File: src/hdl/rgb_led_fade_command_controller_defines.svh
// Assertion macros shared by the LED fade controller modules.
`ifndef RGB_LED_FADE_COMMAND_CONTROLLER_DEFINES_SVH
`define RGB_LED_FADE_COMMAND_CONTROLLER_DEFINES_SVH

// Same-cycle implication, checked on clk and held off during reset.
`define RLFC_ASSERT_NOW(lbl, ante, cons, msg) \
	lbl: assert property (@(posedge clk) disable iff (!arst_n) (ante) |-> (cons)) \
		else $error(msg);

// Next-cycle implication, checked on clk and held off during reset.
`define RLFC_ASSERT_NEXT(lbl, ante, cons, msg) \
	lbl: assert property (@(posedge clk) disable iff (!arst_n) (ante) |=> (cons)) \
		else $error(msg);

`endif

File: src/hdl/rlfc_pkg.sv
// Types, constants and helper functions for the LED fade controller.
`default_nettype none
package rlfc_pkg;

	localparam int DUTY_W = 8;
	localparam int POS_W  = 3;

	typedef logic [DUTY_W-1:0] duty_t;
	typedef logic [POS_W-1:0]  pos_t;

	// Request kinds carried on the input channel.
	typedef enum logic [1:0] {
		KIND_BYTE = 2'd0,
		KIND_SEC  = 2'd1,
		KIND_FADE = 2'd2,
		KIND_NONE = 2'd3
	} kind_t;

	// Configuration register indexes.
	typedef enum logic [1:0] {
		REG_TIMEOUT = 2'd0,
		REG_START   = 2'd1,
		REG_END     = 2'd2,
		REG_UNUSED  = 2'd3
	} cfg_reg_t;

	// One-hot event strobes from the input stage to the state units.
	typedef struct packed {
		logic take_byte;
		logic sec_tick;
		logic fade_tick;
	} item_ctl_t;

	localparam duty_t TIMEOUT_RST   = 8'd10;
	localparam duty_t START_RST     = 8'd33;
	localparam duty_t END_RST       = 8'd10;
	localparam duty_t COUNTDOWN_RST = 8'd10;
	localparam duty_t TARGET_FULL   = 8'hff;
	localparam duty_t TARGET_DARK   = 8'h00;
	localparam duty_t LEVEL_RST     = 8'h00;

	// Move a duty one step toward its target.
	function automatic duty_t step_toward(input duty_t level, input duty_t target);
		duty_t r;
		r = level;
		if (level < target) begin
			r = level + 8'd1;
		end else if (level > target) begin
			r = level - 8'd1;
		end
		return r;
	endfunction

endpackage
`default_nettype wire

File: src/hdl/rlfc_frame.sv
// Command framing, target colors and inactivity countdown.
`default_nettype none
`include "rgb_led_fade_command_controller_defines.svh"
module rlfc_frame import rlfc_pkg::*; #(
	parameter int FRAME_BYTES = 6
) (
	input  wire logic      clk,
	input  wire logic      arst_n,
	input  wire item_ctl_t ctl,
	input  wire duty_t     rx_byte,
	input  wire duty_t     timeout_reload,
	input  wire duty_t     start_byte,
	input  wire duty_t     end_byte,
	output duty_t          target_red,
	output duty_t          target_green,
	output duty_t          target_blue,
	output duty_t          countdown_next
);

	localparam pos_t FRAME_LEN = POS_W'(FRAME_BYTES);

	duty_t tr_q, tg_q, tb_q, cd_q;
	duty_t tr_d, tg_d, tb_d, cd_d;
	pos_t  pos_q, pos_d, pos_inc;

	// Next state for a received byte or a one-second tick.
	always_comb begin
		tr_d    = tr_q;
		tg_d    = tg_q;
		tb_d    = tb_q;
		cd_d    = cd_q;
		pos_d   = pos_q;
		pos_inc = pos_q + 3'd1;
		if (ctl.take_byte && !(pos_q == '0 && rx_byte != start_byte)) begin
			cd_d = timeout_reload;
			if (rx_byte == end_byte) begin
				tg_d = TARGET_FULL;
				if (pos_inc == FRAME_LEN) begin
					tb_d = TARGET_FULL;
				end
				pos_d = '0;
			end else if (pos_inc >= FRAME_LEN) begin
				pos_d = '0;
				tr_d  = TARGET_FULL;
			end else begin
				pos_d = pos_inc;
			end
		end
		if (ctl.sec_tick) begin
			if (cd_q != '0) begin
				cd_d = cd_q - 8'd1;
			end else begin
				tr_d = TARGET_DARK;
				tg_d = TARGET_DARK;
				tb_d = TARGET_DARK;
			end
		end
	end

	// State registers.
	always_ff @(posedge clk or negedge arst_n) begin
		if (!arst_n) begin
			tr_q  <= TARGET_FULL;
			tg_q  <= TARGET_FULL;
			tb_q  <= TARGET_FULL;
			cd_q  <= COUNTDOWN_RST;
			pos_q <= '0;
		end else begin
			tr_q  <= tr_d;
			tg_q  <= tg_d;
			tb_q  <= tb_d;
			cd_q  <= cd_d;
			pos_q <= pos_d;
		end
	end

	assign target_red     = tr_q;
	assign target_green   = tg_q;
	assign target_blue    = tb_q;
	assign countdown_next = cd_d;

	// The frame position never reaches the frame length.
	`RLFC_ASSERT_NOW(a_pos_range, 1'b1, pos_q < FRAME_LEN, "frame position out of range")
	// The countdown only changes on a byte or a tick.
	`RLFC_ASSERT_NEXT(a_cd_hold, !ctl.take_byte && !ctl.sec_tick, $stable(cd_q), "countdown moved without request")

endmodule
`default_nettype wire

File: src/hdl/rlfc_fade.sv
// Duty levels that fade one step per fade tick toward the targets.
`default_nettype none
`include "rgb_led_fade_command_controller_defines.svh"
module rlfc_fade import rlfc_pkg::*; (
	input  wire logic      clk,
	input  wire logic      arst_n,
	input  wire item_ctl_t ctl,
	input  wire duty_t     target_red,
	input  wire duty_t     target_green,
	input  wire duty_t     target_blue,
	output duty_t          level_red,
	output duty_t          level_green,
	output duty_t          level_blue
);

	duty_t lr_q, lg_q, lb_q;

	// Levels after this request.
	always_comb begin
		level_red   = lr_q;
		level_green = lg_q;
		level_blue  = lb_q;
		if (ctl.fade_tick) begin
			level_red   = step_toward(lr_q, target_red);
			level_green = step_toward(lg_q, target_green);
			level_blue  = step_toward(lb_q, target_blue);
		end
	end

	always_ff @(posedge clk or negedge arst_n) begin
		if (!arst_n) begin
			lr_q <= LEVEL_RST;
			lg_q <= LEVEL_RST;
			lb_q <= LEVEL_RST;
		end else begin
			lr_q <= level_red;
			lg_q <= level_green;
			lb_q <= level_blue;
		end
	end

	// Levels hold unless a fade tick arrives.
	`RLFC_ASSERT_NEXT(a_level_hold, !ctl.fade_tick, $stable(lr_q) && $stable(lg_q) && $stable(lb_q), "level moved without fade tick")

endmodule
`default_nettype wire

File: src/hdl/rgb_led_fade_command_controller.sv
// Top level of the RGB LED fade controller with framed byte commands.
// A request passes the input register, then the result register; out_stall can delay it.
// Throughput: one request per cycle; stalls only with both registers full and out_stall.
// The input takes a new request while a finished result waits, if its register is empty.
// Reset: registers 10/33/10, targets full, fade levels dark, countdown 10, no frame open.
`default_nettype none
`include "rgb_led_fade_command_controller_defines.svh"
module rgb_led_fade_command_controller import rlfc_pkg::*; #(
	parameter int FRAME_BYTES = 6
) (
	input  wire logic       clk,
	input  wire logic       arst_n,
	input  wire logic       in_valid,
	output logic            in_stall,
	input  wire logic [1:0] kind,
	input  wire logic [7:0] rx_byte,
	output logic            out_valid,
	input  wire logic       out_stall,
	output logic [7:0]      duty_red,
	output logic [7:0]      duty_green,
	output logic [7:0]      duty_blue,
	output logic [7:0]      countdown_left,
	input  wire logic       cfg_we,
	input  wire logic [1:0] cfg_index,
	input  wire logic [7:0] cfg_data
);

	duty_t     timeout_q, start_q, end_q;
	logic      valid_s1;
	kind_t     kind_s1;
	duty_t     rx_byte_s1;
	logic      out_valid_q;
	logic      adv;
	logic      fire;
	item_ctl_t ctl;
	duty_t     tr, tg, tb, cd_next, lr_next, lg_next, lb_next;

	// Configuration registers.
	always_ff @(posedge clk or negedge arst_n) begin
		if (!arst_n) begin
			timeout_q <= TIMEOUT_RST;
			start_q   <= START_RST;
			end_q     <= END_RST;
		end else if (cfg_we) begin
			case (cfg_reg_t'(cfg_index))
				REG_TIMEOUT: timeout_q <= cfg_data;
				REG_START:   start_q   <= cfg_data;
				REG_END:     end_q     <= cfg_data;
				default: ;
			endcase
		end
	end

	// The input stage moves on when the result register is free or being taken.
	assign adv      = !out_valid_q || !out_stall;
	assign in_stall = valid_s1 && !adv;
	assign fire     = valid_s1 && adv;

	// Input register.
	always_ff @(posedge clk or negedge arst_n) begin
		if (!arst_n) begin
			valid_s1 <= 1'b0;
		end else if (!in_stall) begin
			valid_s1 <= in_valid;
		end
	end

	always_ff @(posedge clk) begin
		if (in_valid && !in_stall) begin
			kind_s1    <= kind_t'(kind);
			rx_byte_s1 <= rx_byte;
		end
	end

	// Decode the request kind into event strobes.
	always_comb begin
		ctl = '0;
		case (kind_s1)
			KIND_BYTE: ctl.take_byte = fire;
			KIND_SEC:  ctl.sec_tick  = fire;
			KIND_FADE: ctl.fade_tick = fire;
			default: ;
		endcase
	end

	rlfc_frame #(
		.FRAME_BYTES(FRAME_BYTES)
	) u_frame (
		.clk           (clk),
		.arst_n        (arst_n),
		.ctl           (ctl),
		.rx_byte       (rx_byte_s1),
		.timeout_reload(timeout_q),
		.start_byte    (start_q),
		.end_byte      (end_q),
		.target_red    (tr),
		.target_green  (tg),
		.target_blue   (tb),
		.countdown_next(cd_next)
	);

	rlfc_fade u_fade (
		.clk         (clk),
		.arst_n      (arst_n),
		.ctl         (ctl),
		.target_red  (tr),
		.target_green(tg),
		.target_blue (tb),
		.level_red   (lr_next),
		.level_green (lg_next),
		.level_blue  (lb_next)
	);

	// Result register.
	always_ff @(posedge clk or negedge arst_n) begin
		if (!arst_n) begin
			out_valid_q <= 1'b0;
		end else if (adv) begin
			out_valid_q <= valid_s1;
		end
	end

	always_ff @(posedge clk) begin
		if (fire) begin
			duty_red       <= lr_next;
			duty_green     <= lg_next;
			duty_blue      <= lb_next;
			countdown_left <= cd_next;
		end
	end

	assign out_valid = out_valid_q;

	// A processed request always lands in the result register.
	`RLFC_ASSERT_NEXT(a_fire_out, fire, out_valid_q, "processed request lost")
	// The input stalls only when both stages are full and the output is held.
	`RLFC_ASSERT_NOW(a_stall_cause, in_stall, valid_s1 && out_valid_q && out_stall, "spurious input stall")

endmodule
`default_nettype wire
File: config.mk
export PLATFORM = sky130hd
export DESIGN_NAME = rgb_led_fade_command_controller
export DESIGN_NICKNAME = d
export VERILOG_FILES = /design/src/hdl/rlfc_pkg.sv /design/src/hdl/rlfc_frame.sv /design/src/hdl/rlfc_fade.sv /design/src/hdl/rgb_led_fade_command_controller.sv
export VERILOG_INCLUDE_DIRS = /design/src /design/src/hdl
export SDC_FILE = /design/constraint.sdc
export NUM_CORES = 1
export LEC_CHECK = 0
export BUFFER_PORTS_ARGS = -buffer_cell sky130_fd_sc_hd__buf_2
export CAP_MARGIN = 5
export CELL_PAD_IN_SITES_DETAIL_PLACEMENT = 0
export CELL_PAD_IN_SITES_GLOBAL_PLACEMENT = 1
export CORE_MARGIN = 2
export CORE_UTILIZATION = 50
export CTS_BUF_LIST = sky130_fd_sc_hd__clkbuf_8
export DETAILED_ROUTE_END_ITERATION = 7
export PLACE_DENSITY = 0.91
export SLEW_MARGIN = 20
export SYNTH_ARGS = -nofsm -noshare
export SYNTH_HDL_FRONTEND = slang
export SYNTH_SLANG_ARGS = --single-unit
File: constraint.sdc
create_clock -name clk -period 3 [get_ports clk]
set_input_delay 0.15 -clock clk [delete_from_list [all_inputs] [get_ports clk]]
set_output_delay 0.15 -clock clk [all_outputs]
set_load 0.01 [all_outputs]
==> run_results.csv, run 1 <==
group,metric,value,unit
outcome,status,"complete, no violations",
placed_design,io_buffers,58,
logic_synthesis,seq_area_frac_synth,0.555,
placed_design,dp_hpwl,8760,microns
timing,slew_headroom,0.415,
clock_network,cts_hold_buf,21,
pwr,p_int,3.87,mW
grt,met1_usage,0.253,
grt,first_global_vias,4416,
timing,finalCriticalPeriod,2.51,ns
timing,hold_viol_final,0,
logic_synthesis,synth_area_per_cell,12.1,sq um
logic_synthesis,yosysWarnings,0,
clock_network,htree_levels,4,
grt,use_met2,0.355,
clock_network,postCtsResizedCells,0,
worst_setup_path,worstPathMaxFanout,12,
floorplan,core,12000,sq um
logic_synthesis,synth_commonest_cells,"dfrtp_1, edfxtp_1, inv_1",
pwr,power_frac_seq,0.451,
grt,grt_usage,0.210,
pwr,clockPowerShare,0.256,
floorplan,std_cell_rows,40,
timing,tns,0,ns
logic_synthesis,yosys.cell_count.top_type,"dfrtp_1",
floorplan,die_h,115,microns
worst_setup_path,cp_data_arrival_time,2.71,ns
grt,grt.met3_usage,0.0701,
logic_synthesis,syn_nets,567,
logic_synthesis,ys_types,54,
timing,final_max_slew_viol_count,0,
worst_setup_path,start_kind,"flop",
grt,grt-ovfl-total,0,
worst_setup_path,r2r_setup_slack,0.49,ns
logic_synthesis,netlist_area,6170,sq um
worst_setup_path,cp-end-kind,"flop",
pwr,irDropWorstVdd,521,uV
pwr,leakage,3.10,nW
placed_design,gp_congestion,0.846,
layout,antenna_cells,0,
timing,finalSetupViolations,0,
layout,final_nets,666,
layout,drive_above_1_share,0.276,
clock_network,postCtsSetupBuffers,0,
floorplan,die_w,115,microns
pwr,power.switching,2.01,mW
timing,worst_slew_pin_slew,0.865,ns
logic_synthesis,ys_async_sr_fraction,0.669,
logic_synthesis,synth.top_cell.area_share,0.215,
pwr,swShare,0.342,
clock_network,clockBufferDepth,2,
hold_path,hold_class,"in2async",
route,drtAntennaViolNets,0,
route,via_per_inst,5.55,
grt,antenna_found_initial,0,
grt,grt_max_degree,45,
logic_synthesis,yosysTopAreaCell,"dfrtp_1",
timing,period_share,0.838,
route,postRouteWirelength,12700,microns
worst_setup_path,critPathKind,"reg2reg",
floorplan,pin_count,59,
clock_network,cts-root-buf,"clkbuf_8",
clock_network,cts_tree,"done",
route,drt_iter0_markers,366,
clock_network,clock_sinks,127,
logic_synthesis,synth_edf_count,42,
floorplan,dieArea,13200,sq um
clock_network,clk_latency,0.45,ns
clock_network,cts_buffers,17,
route,wl_per_cell,16.6,microns
job,max_cap_violations,0,
route,first_pass_iters,5,
grt,busiest_layer,"met2",
pwr,finalPower,5.89,mW
logic_synthesis,synth.area.top_cells,"dfrtp_1, edfxtp_1, dfstp_2, ha_1, mux2_2",
clock_network,cts.clk_slew.worst_paths,0.07,ns
route,num_vias,4259,
timing,rsz0062_at_grt,"false",
layout,area_growth_syn_to_layout,18.5,%
timing,skew,0.0110,ns
worst_setup_path,required,3.19,ns
pwr,p_comb_frac,0.292,
route,drc_errors,0,
floorplan,start_util,0.514,
timing,max_freq,398,MHz
logic_synthesis,ys_ff_latch,127,
logic_synthesis,synth_ff_type,"dfrtp_1",
pwr,cellPowerDensity,805,nW/um^2
logic_synthesis,syn_inst,508,
grt,grt_pass1_wl,21300,microns
layout,n_fill_cell,957,
[flip-flops by register name, indices dropped and copies added, names as in the netlist]
register / flops
countdown_left: 8
end_q: 8
u_frame.target_green: 8
start_q: 8
duty_blue: 8
u_frame.pos_q: 3
u_fade.lb_q: 8
u_frame.target_blue: 8
timeout_q: 8
rx_byte_s1: 8
duty_green: 8
u_frame.cd_q: 8
valid_s1: 1
u_fade.lg_q: 8
u_fade.lr_q: 8
duty_red: 8
u_frame.target_red: 8
kind_s1: 2
out_valid: 1
[power by group through the flow]
stage	logic, mW	clock network, mW	registers [mW]
4_1_cts	1.73	1.54	2.65
2_1_floorplan	1.20	0	2.61
6_report	1.72	1.51	2.66
3_5_place_dp	1.69	0	2.67
5_1_grt	1.93	1.62	2.71
3_3_place_gp	1.61	0	2.66
[cell families (layout without fill, tap and decap cells)]
family	count (synthesis)	count (layout)	synth area share
AO/OA/AOI/OAI	82	82	0.0937
XOR/XNOR	38	38	0.0539
adder cells (fa/ha/maj)	34	34	0.0689
buffers and inverters	48	160	0.0298
flip-flops	127	127	0.555
multiplexers	42	42	0.0732
AND/OR/NAND/NOR	137	137	0.125
[layer usage]
metal | vias up | routed length, microns
met3 | 11 | 595
met5 | - | 0
li1 | 2047 | -
met4 | 0 | 129
met2 | 114 | 6470
met1 | 2087 | 5500
[path summary, 6_finish.rpt]
kind,startpoint,to,cells after the start
min in group clk,cfg_index[0],timeout_q[4],4
max in group asynchronous,arst_n,u_frame.target_blue[5],3
max,u_frame.cd_q[0],countdown_left[4],8
min reg2reg,valid_s1,out_valid,1
min,arst_n,u_fade.lg_q[2],2
max reg2reg,u_frame.cd_q[0],countdown_left[4],8
[stage by stage]
stage           util  std cells  setup slack, ns  hold WS (ns)  area [sq um]
6_report       0.609        767            0.486         0.242          7310
5_1_grt        0.609        767            0.309         0.245          7310
4_1_cts        0.608        767            0.404         0.229          7310
3_5_place_dp   0.557        714            0.449         0.191          6690
3_3_place_gp   0.557        714            0.581         0.183          6690
2_1_floorplan      -        508            0.525        -0.146          6170
[cell type report]
| type | instances | area, sq um | share of cell area |
|---|---|---|---|
| sequential | 127 | 3430 | 0.469 |
| multi-input combinational | 333 | 2570 | 0.351 |
| timing repair buffer | 91 | 593 | 0.0811 |
| clock buffer | 17 | 234 | 0.0320 |
| tap | 147 | 184 | 0.0251 |
| clock inverter | 15 | 170 | 0.0233 |
| inverter | 37 | 139 | 0.0190 |
[critical path, stage by stage, from the launching register on]
cell and delay (ns):
dfrtp_1 0.41, inv_1 0.07, ha_1 0.19, or3b_1 0.41, or3_4 0.36, o31ai_1 0.20
buf_4 0.22, a22oi_1 0.09, o221a_2 0.31
[placed cells by master (no fill, tap or decap), types with 4 or more instances in the layout]
cell           instances
buf_2                 57
dfrtp_1               53
edfxtp_1              42
inv_1                 38
ha_1                  34
dfstp_2               32
nand2_1               29
nor2_1                25
mux2_2                25
a21oi_1               22
dlygate4sd3_1         21
xor2_1                20
xnor2_1               18
mux2i_1               17
o21a_1                17
clkbuf_8              17
nand4_1               14
buf_4                 13
o21ai_0               12
nand3_1               10
nor3_1                10
a21o_1                10
nor4_1                 7
and3_1                 5
o221a_2                5
nor2b_1                4
and4_1                 4
nor3b_1                4
No activity file was read; power rests on OpenSTA's default activity.
==> run 2, diff against run 1 <==
Clock period 3 ns to 2.4 ns, I/O delays scaled along.
==> run 2 against run 1 <==
First-iteration DRC count decreased by 13%. Final cell count increased by 3.3%. Global-route usage decreased by 0.87 points. Worst setup slack got worse by 0.46 ns. Critical path type unchanged. Critical endpoint is now countdown_left[0]. Highest routed layer unchanged.
==> run_results.csv, run 2 (synthesized netlist as in run 1, its figures left out) <==
group,metric,value,unit
outcome,status,"complete, no violations",
timing,finalSetupViolations,0,
pwr,leakage,3.29,nW
hold_path,hold_class,"in2async",
layout,final_nets,691,
timing,slew_headroom,0.474,
clock_network,clockBufferDepth,2,
worst_setup_path,required,2.60,ns
floorplan,die_h,115,microns
clock_network,cts.clk_slew.worst_paths,0.08,ns
floorplan,dieArea,13200,sq um
route,postRouteWirelength,12900,microns
job,max_cap_violations,0,
worst_setup_path,critPathKind,"reg2reg",
placed_design,place_ws,-0.0891,ns
layout,area_growth_syn_to_layout,24.1,%
worst_setup_path,worstPathMaxFanout,6,
timing,fin_ws,0.0239,ns
grt,grt-ovfl-total,0,
layout,final_cell_mix,"buf_2, dfrtp_1, edfxtp_1",
route,drc_errors,0,
timing,max_freq,421,MHz
floorplan,pin_count,59,
route,drt_iter0_markers,319,
timing,skew,0.0105,ns
clock_network,cts-root-buf,"clkbuf_8",
layout,drive_above_1_share,0.329,
route,first_pass_iters,4,
worst_setup_path,cp-end-kind,"flop",
timing,period_share,0.990,
clock_network,cts_buffers,17,
clock_network,htree_levels,4,
timing,tns,0,ns
layout,antenna_cells,0,
pwr,irDropWorstVdd,479,uV
worst_setup_path,cpMaxStageDelayCell,"dfrtp_1",
route,wl_per_cell,16.2,microns
worst_setup_path,cp_data_arrival_time,2.57,ns
clock_network,clock_sinks,127,
timing,final_max_slew_viol_count,0,
route,num_vias,4387,
route,via_per_inst,5.54,
floorplan,die_w,115,microns
timing,hold_viol_final,0,
clock_network,clk_latency,0.45,ns
grt,grt_usage,0.202,
timing,worst_slew_pin_slew,0.777,ns
placed_design,placed_cell_area,6820,sq um
grt,grt_pass1_wl,20500,microns
layout,final_cell_area,7660,sq um
floorplan,std_cell_rows,40,
floorplan,core,12000,sq um
clock_network,cts_tree,"done",
worst_setup_path,path_cells,"inv_1 > ha_2 > or3b_4 > or3_4 > o31ai_4 > buf_6 > nor2_2 > a311o_1",
worst_setup_path,start_kind,"flop",
worst_setup_path,r2r_setup_slack,0.02,ns
placed_design,io_buffers,58,
grt,antenna_found_initial,0,
grt,grt_max_degree,47,
pwr,cellPowerDensity,1020,nW/um^2
route,drtAntennaViolNets,0,
layout,layout_commonest_cell,"buf_2",
grt,first_global_vias,4363,
placed_design,dp_hpwl,8700,microns
timing,finalCriticalPeriod,2.38,ns
worst_setup_path,max_stage_delay,0.39,ns
placed_design,gp_congestion,0.807,
floorplan,start_util,0.514,
run 2: final timing paths:
check	from	end	cells after the start
min in group clk	cfg_index[1]	timeout_q[2]	4
setup / recovery	u_frame.cd_q[0]	countdown_left[0]	8
hold reg to reg	u_fade.lr_q[7]	u_fade.lr_q[7]	1
setup reg to reg	u_frame.cd_q[0]	countdown_left[0]	8
hold / removal	arst_n	u_fade.lr_q[4]	2
max in group asynchronous	arst_n	end_q[1]	3
run 2: area by class of cell:
class                   count  area (sq um)
clock buffers              17           234
clock inverters            15           194
fillers                   916          4350
inverters                  37           139
multi-input cells         333          2680
flip-flops and latches    127          3430
well taps                 147           184
repair buffers            116           803
run 2: through the flow:
stage | util | cells | hold WS [ns] | power, mW
2_1_floorplan | - | 508 | -0.176 | 4.76
3_3_place_gp | 0.568 | 728 | 0.166 | 5.45
3_5_place_dp | 0.568 | 728 | 0.178 | 5.56
4_1_cts | 0.623 | 782 | 0.199 | 7.59
5_1_grt | 0.638 | 792 | 0.216 | 8.26
6_report | 0.638 | 792 | 0.208 | 7.80
run 2: routing by layer:
| metal | up-vias | global-route usage | wire [microns] |
|---|---|---|---|
| met1 | 2161 | 0.238 | 5380 |
| met5 | - | 0 | 0 |
| met3 | 22 | 0.0611 | 534 |
| li1 | 2087 | - | - |
| met4 | 0 | 0.0739 | 200 |
| met2 | 117 | 0.349 | 6740 |
run 2: worst max-delay path, delay by kind of cell, from the launching register on:
| family | cells | cell delay [ns] |
|---|---|---|
| fa+ha+maj | 1 | 0.17 |
| compound gates | 2 | 0.54 |
| flops | 1 | 0.39 |
| buf+inv | 2 | 0.23 |
| simple gates | 3 | 0.78 |
run 2: power by group:
part | internal, mW | switching [mW]
Clock | 1.13 | 0.852
Sequential | 2.82 | 0.439
Combinational | 1.23 | 1.33
run 2: what timing repair did:
| action | 4_1_cts | 5_1_grt |
|---|---|---|
| hold buffers | 22 | 0 |
| setup endpoints to repair | 10 | 39 |
| hold endpoints to repair | 55 | 0 |
| resized for setup | 3 | 25 |
| setup buffers | 0 | 9 |
| pin swaps | 0 | 11 |
| cloned | 0 | 1 |
==> run 3, diff against run 2 <==
Settings changed: CORE_UTILIZATION 50 to 45, PLACE_DENSITY 0.91 to 0.87.
Clock period 2.4 ns to 2.16 ns, I/O delays scaled along.
==> run 3 against run 2 <==
The flow now finishes with violations (setup timing). Wire length is 8.6% higher. Count of clock-buffer cells in the layout grew 2. Fmax decreased by 1.9%. Combinational power is 50% higher. Design area increased by 8.8%. Sequential share of layout area shrank 3.6 points. Register-to-register slack lost 0.28 ns. Non-clock buffer count is 32 higher. Core utilization down 1.1 points. Critical path type unchanged.
==> run_results.csv, run 3 (synthesized netlist as in run 1, its figures left out) <==
group,metric,value,unit
clock_network,clockBufferDepth,2,
floorplan,pin_count,59,
placed_design,place_ws,-0.280,ns
worst_setup_path,cp-end-kind,"flop",
worst_setup_path,r2r-start,"u_frame.cd_q[0]",
timing,max_freq,413,MHz
worst_setup_path,timing.rr.end,"countdown_left[0]",
clock_network,cts_tree,"done",
layout,antenna_cells,0,
route,top_layer_used,"met4",
clock_network,clock_sinks,127,
grt,grt_usage,0.191,
placed_design,gp_congestion,0.864,
route,num_vias,4580,
worst_setup_path,critPathKind,"reg2reg",
floorplan,die_w,121,microns
timing,rsz0062_at_grt,"true",
timing,final_max_slew_viol_count,0,
worst_setup_path,reg2regPathDepth,8,
clock_network,clk_latency,0.45,ns
outcome,status,"finished with violations",
timing,whs,0.0534,ns
timing,skew,0.0153,ns
layout,final_cell_mix,"buf_2, buf_4, dfrtp_1",
timing,slew_headroom,0.661,
route,wl_met1,5910,microns
grt,grt_max_degree,74,
route,drtAntennaViolNets,0,
floorplan,std_cell_rows,42,
pwr,leakage,3.55,nW
worst_setup_path,cp_data_arrival_time,2.62,ns
timing,fin_ws,-0.261,ns
outcome,violations,"setup timing",
floorplan,die_h,121,microns
grt,antenna_found_initial,0,
grt,grt-ovfl-total,0,
route,via_per_inst,5.37,
floorplan,core,13300,sq um
clock_network,cts.clk_slew.worst_paths,0.08,ns
placed_design,dp_hpwl,8920,microns
pwr,irDropWorstVdd,547,uV
worst_setup_path,cpMaxStageDelayCell,"dfrtp_1",
clock_network,cts-root-buf,"clkbuf_8",
hold_path,hold_class,"in2async",
clock_network,cts_buffers,17,
clock_network,htree_levels,4,
job,max_cap_violations,0,
route,routed-wl-met2,7320,microns
floorplan,start_util,0.464,
floorplan,dieArea,14700,sq um
timing,finalCriticalPeriod,2.42,ns
worst_setup_path,required,2.36,ns
worst_setup_path,worstPathMaxFanout,5,
pwr,cellPowerDensity,1140,nW/um^2
route,wl_per_cell,16.4,microns
route,drc_errors,0,
timing,finalSetupViolations,53,
timing,period_share,1.12,
worst_setup_path,max_stage_delay,0.40,ns
worst_setup_path,start_kind,"flop",
worst_setup_path,r2r_setup_slack,-0.26,ns
timing,hold_viol_final,0,
timing,worst_slew_pin_slew,0.508,ns
grt,first_global_vias,4629,
timing,tns,-5.56,ns
route,first_pass_iters,5,
layout,area_growth_syn_to_layout,34.9,%
route,postRouteWirelength,14000,microns
route,wl_met3,553,microns
layout,final_nets,723,
grt,grt_pass1_wl,21700,microns
pwr,finalPower,9.48,mW
layout,drive_above_1_share,0.449,
worst_setup_path,path_cells,"inv_1 > ha_2 > or3b_4 > or3_4 > o31ai_4 > buf_6 > nor2_2 > a311o_1",
route,drt_iter0_markers,333,
placed_design,io_buffers,58,
==> run 3: area by class of cell <==
class / count / area (sq um)
Clock buffer: 19 / 262
Clock inverter: 13 / 140
Fill cell: 984 / 4970
Inverter: 37 / 139
Multi-Input combinational cell: 333 / 3070
Sequential cell: 127 / 3430
Tap cell: 176 / 220
Timing Repair Buffer: 148 / 1070
==> run 3: repair_timing <==
action,CTS,global route
hold buffers,22,0
gates resized for setup,43,52
cloned,1,1
setup buffers,6,6
hold endpoints to repair,89,0
setup endpoints to repair,58,67
pin swaps,17,19
==> run 3: worst max-delay path by stage <==
stage,end,cells past startpoint,slack [ns],startpoint
5_1_grt,countdown_left[0],8,-0.29,u_frame.cd_q[0]
3_3_place_gp,u_frame.target_red[7],7,-0.11,u_frame.cd_q[1]
4_1_cts,countdown_left[0],8,-0.17,u_frame.cd_q[0]
6_report,countdown_left[0],8,-0.26,u_frame.cd_q[0]
2_1_floorplan,u_frame.target_red[0],9,-0.22,u_frame.cd_q[0]
3_5_place_dp,u_frame.target_red[5],7,-0.28,u_frame.cd_q[1]
==> run 3: worst max-delay path: cells and delay by family, from the launching register on <==
family          cells  cell delay [ns]
flops               1             0.40
simple gates        3             0.79
compound gates      2             0.56
buf+inv             2             0.24
fa+ha+maj           1             0.17
==> run 3: report_power, final <==
group          internal [mW]  total, mW  leakage (nW)  switching [mW]
sequential              3.13       3.57          1.37           0.440
clock                   1.09       2.06         0.200           0.971
combinational           1.90       3.85          1.97            1.95
==> run 3: stage by stage <==
| stage | utilization | instance area, sq um | std cells |
|---|---|---|---|
| floorplan | - | 6220 | 508 |
| global placement | 0.534 | 7100 | 785 |
| detailed placement | 0.534 | 7100 | 785 |
| CTS | 0.603 | 8020 | 846 |
| global route | 0.626 | 8330 | 853 |
| finish | 0.626 | 8330 | 853 |
==> run 3: per-layer routing <==
metal | vias up | GRT usage
met2 | 106 | 0.332
met5 | - | 0
li1 | 2151 | -
met4 | 0 | 0.0625
met3 | 20 | 0.0559
met1 | 2303 | 0.226
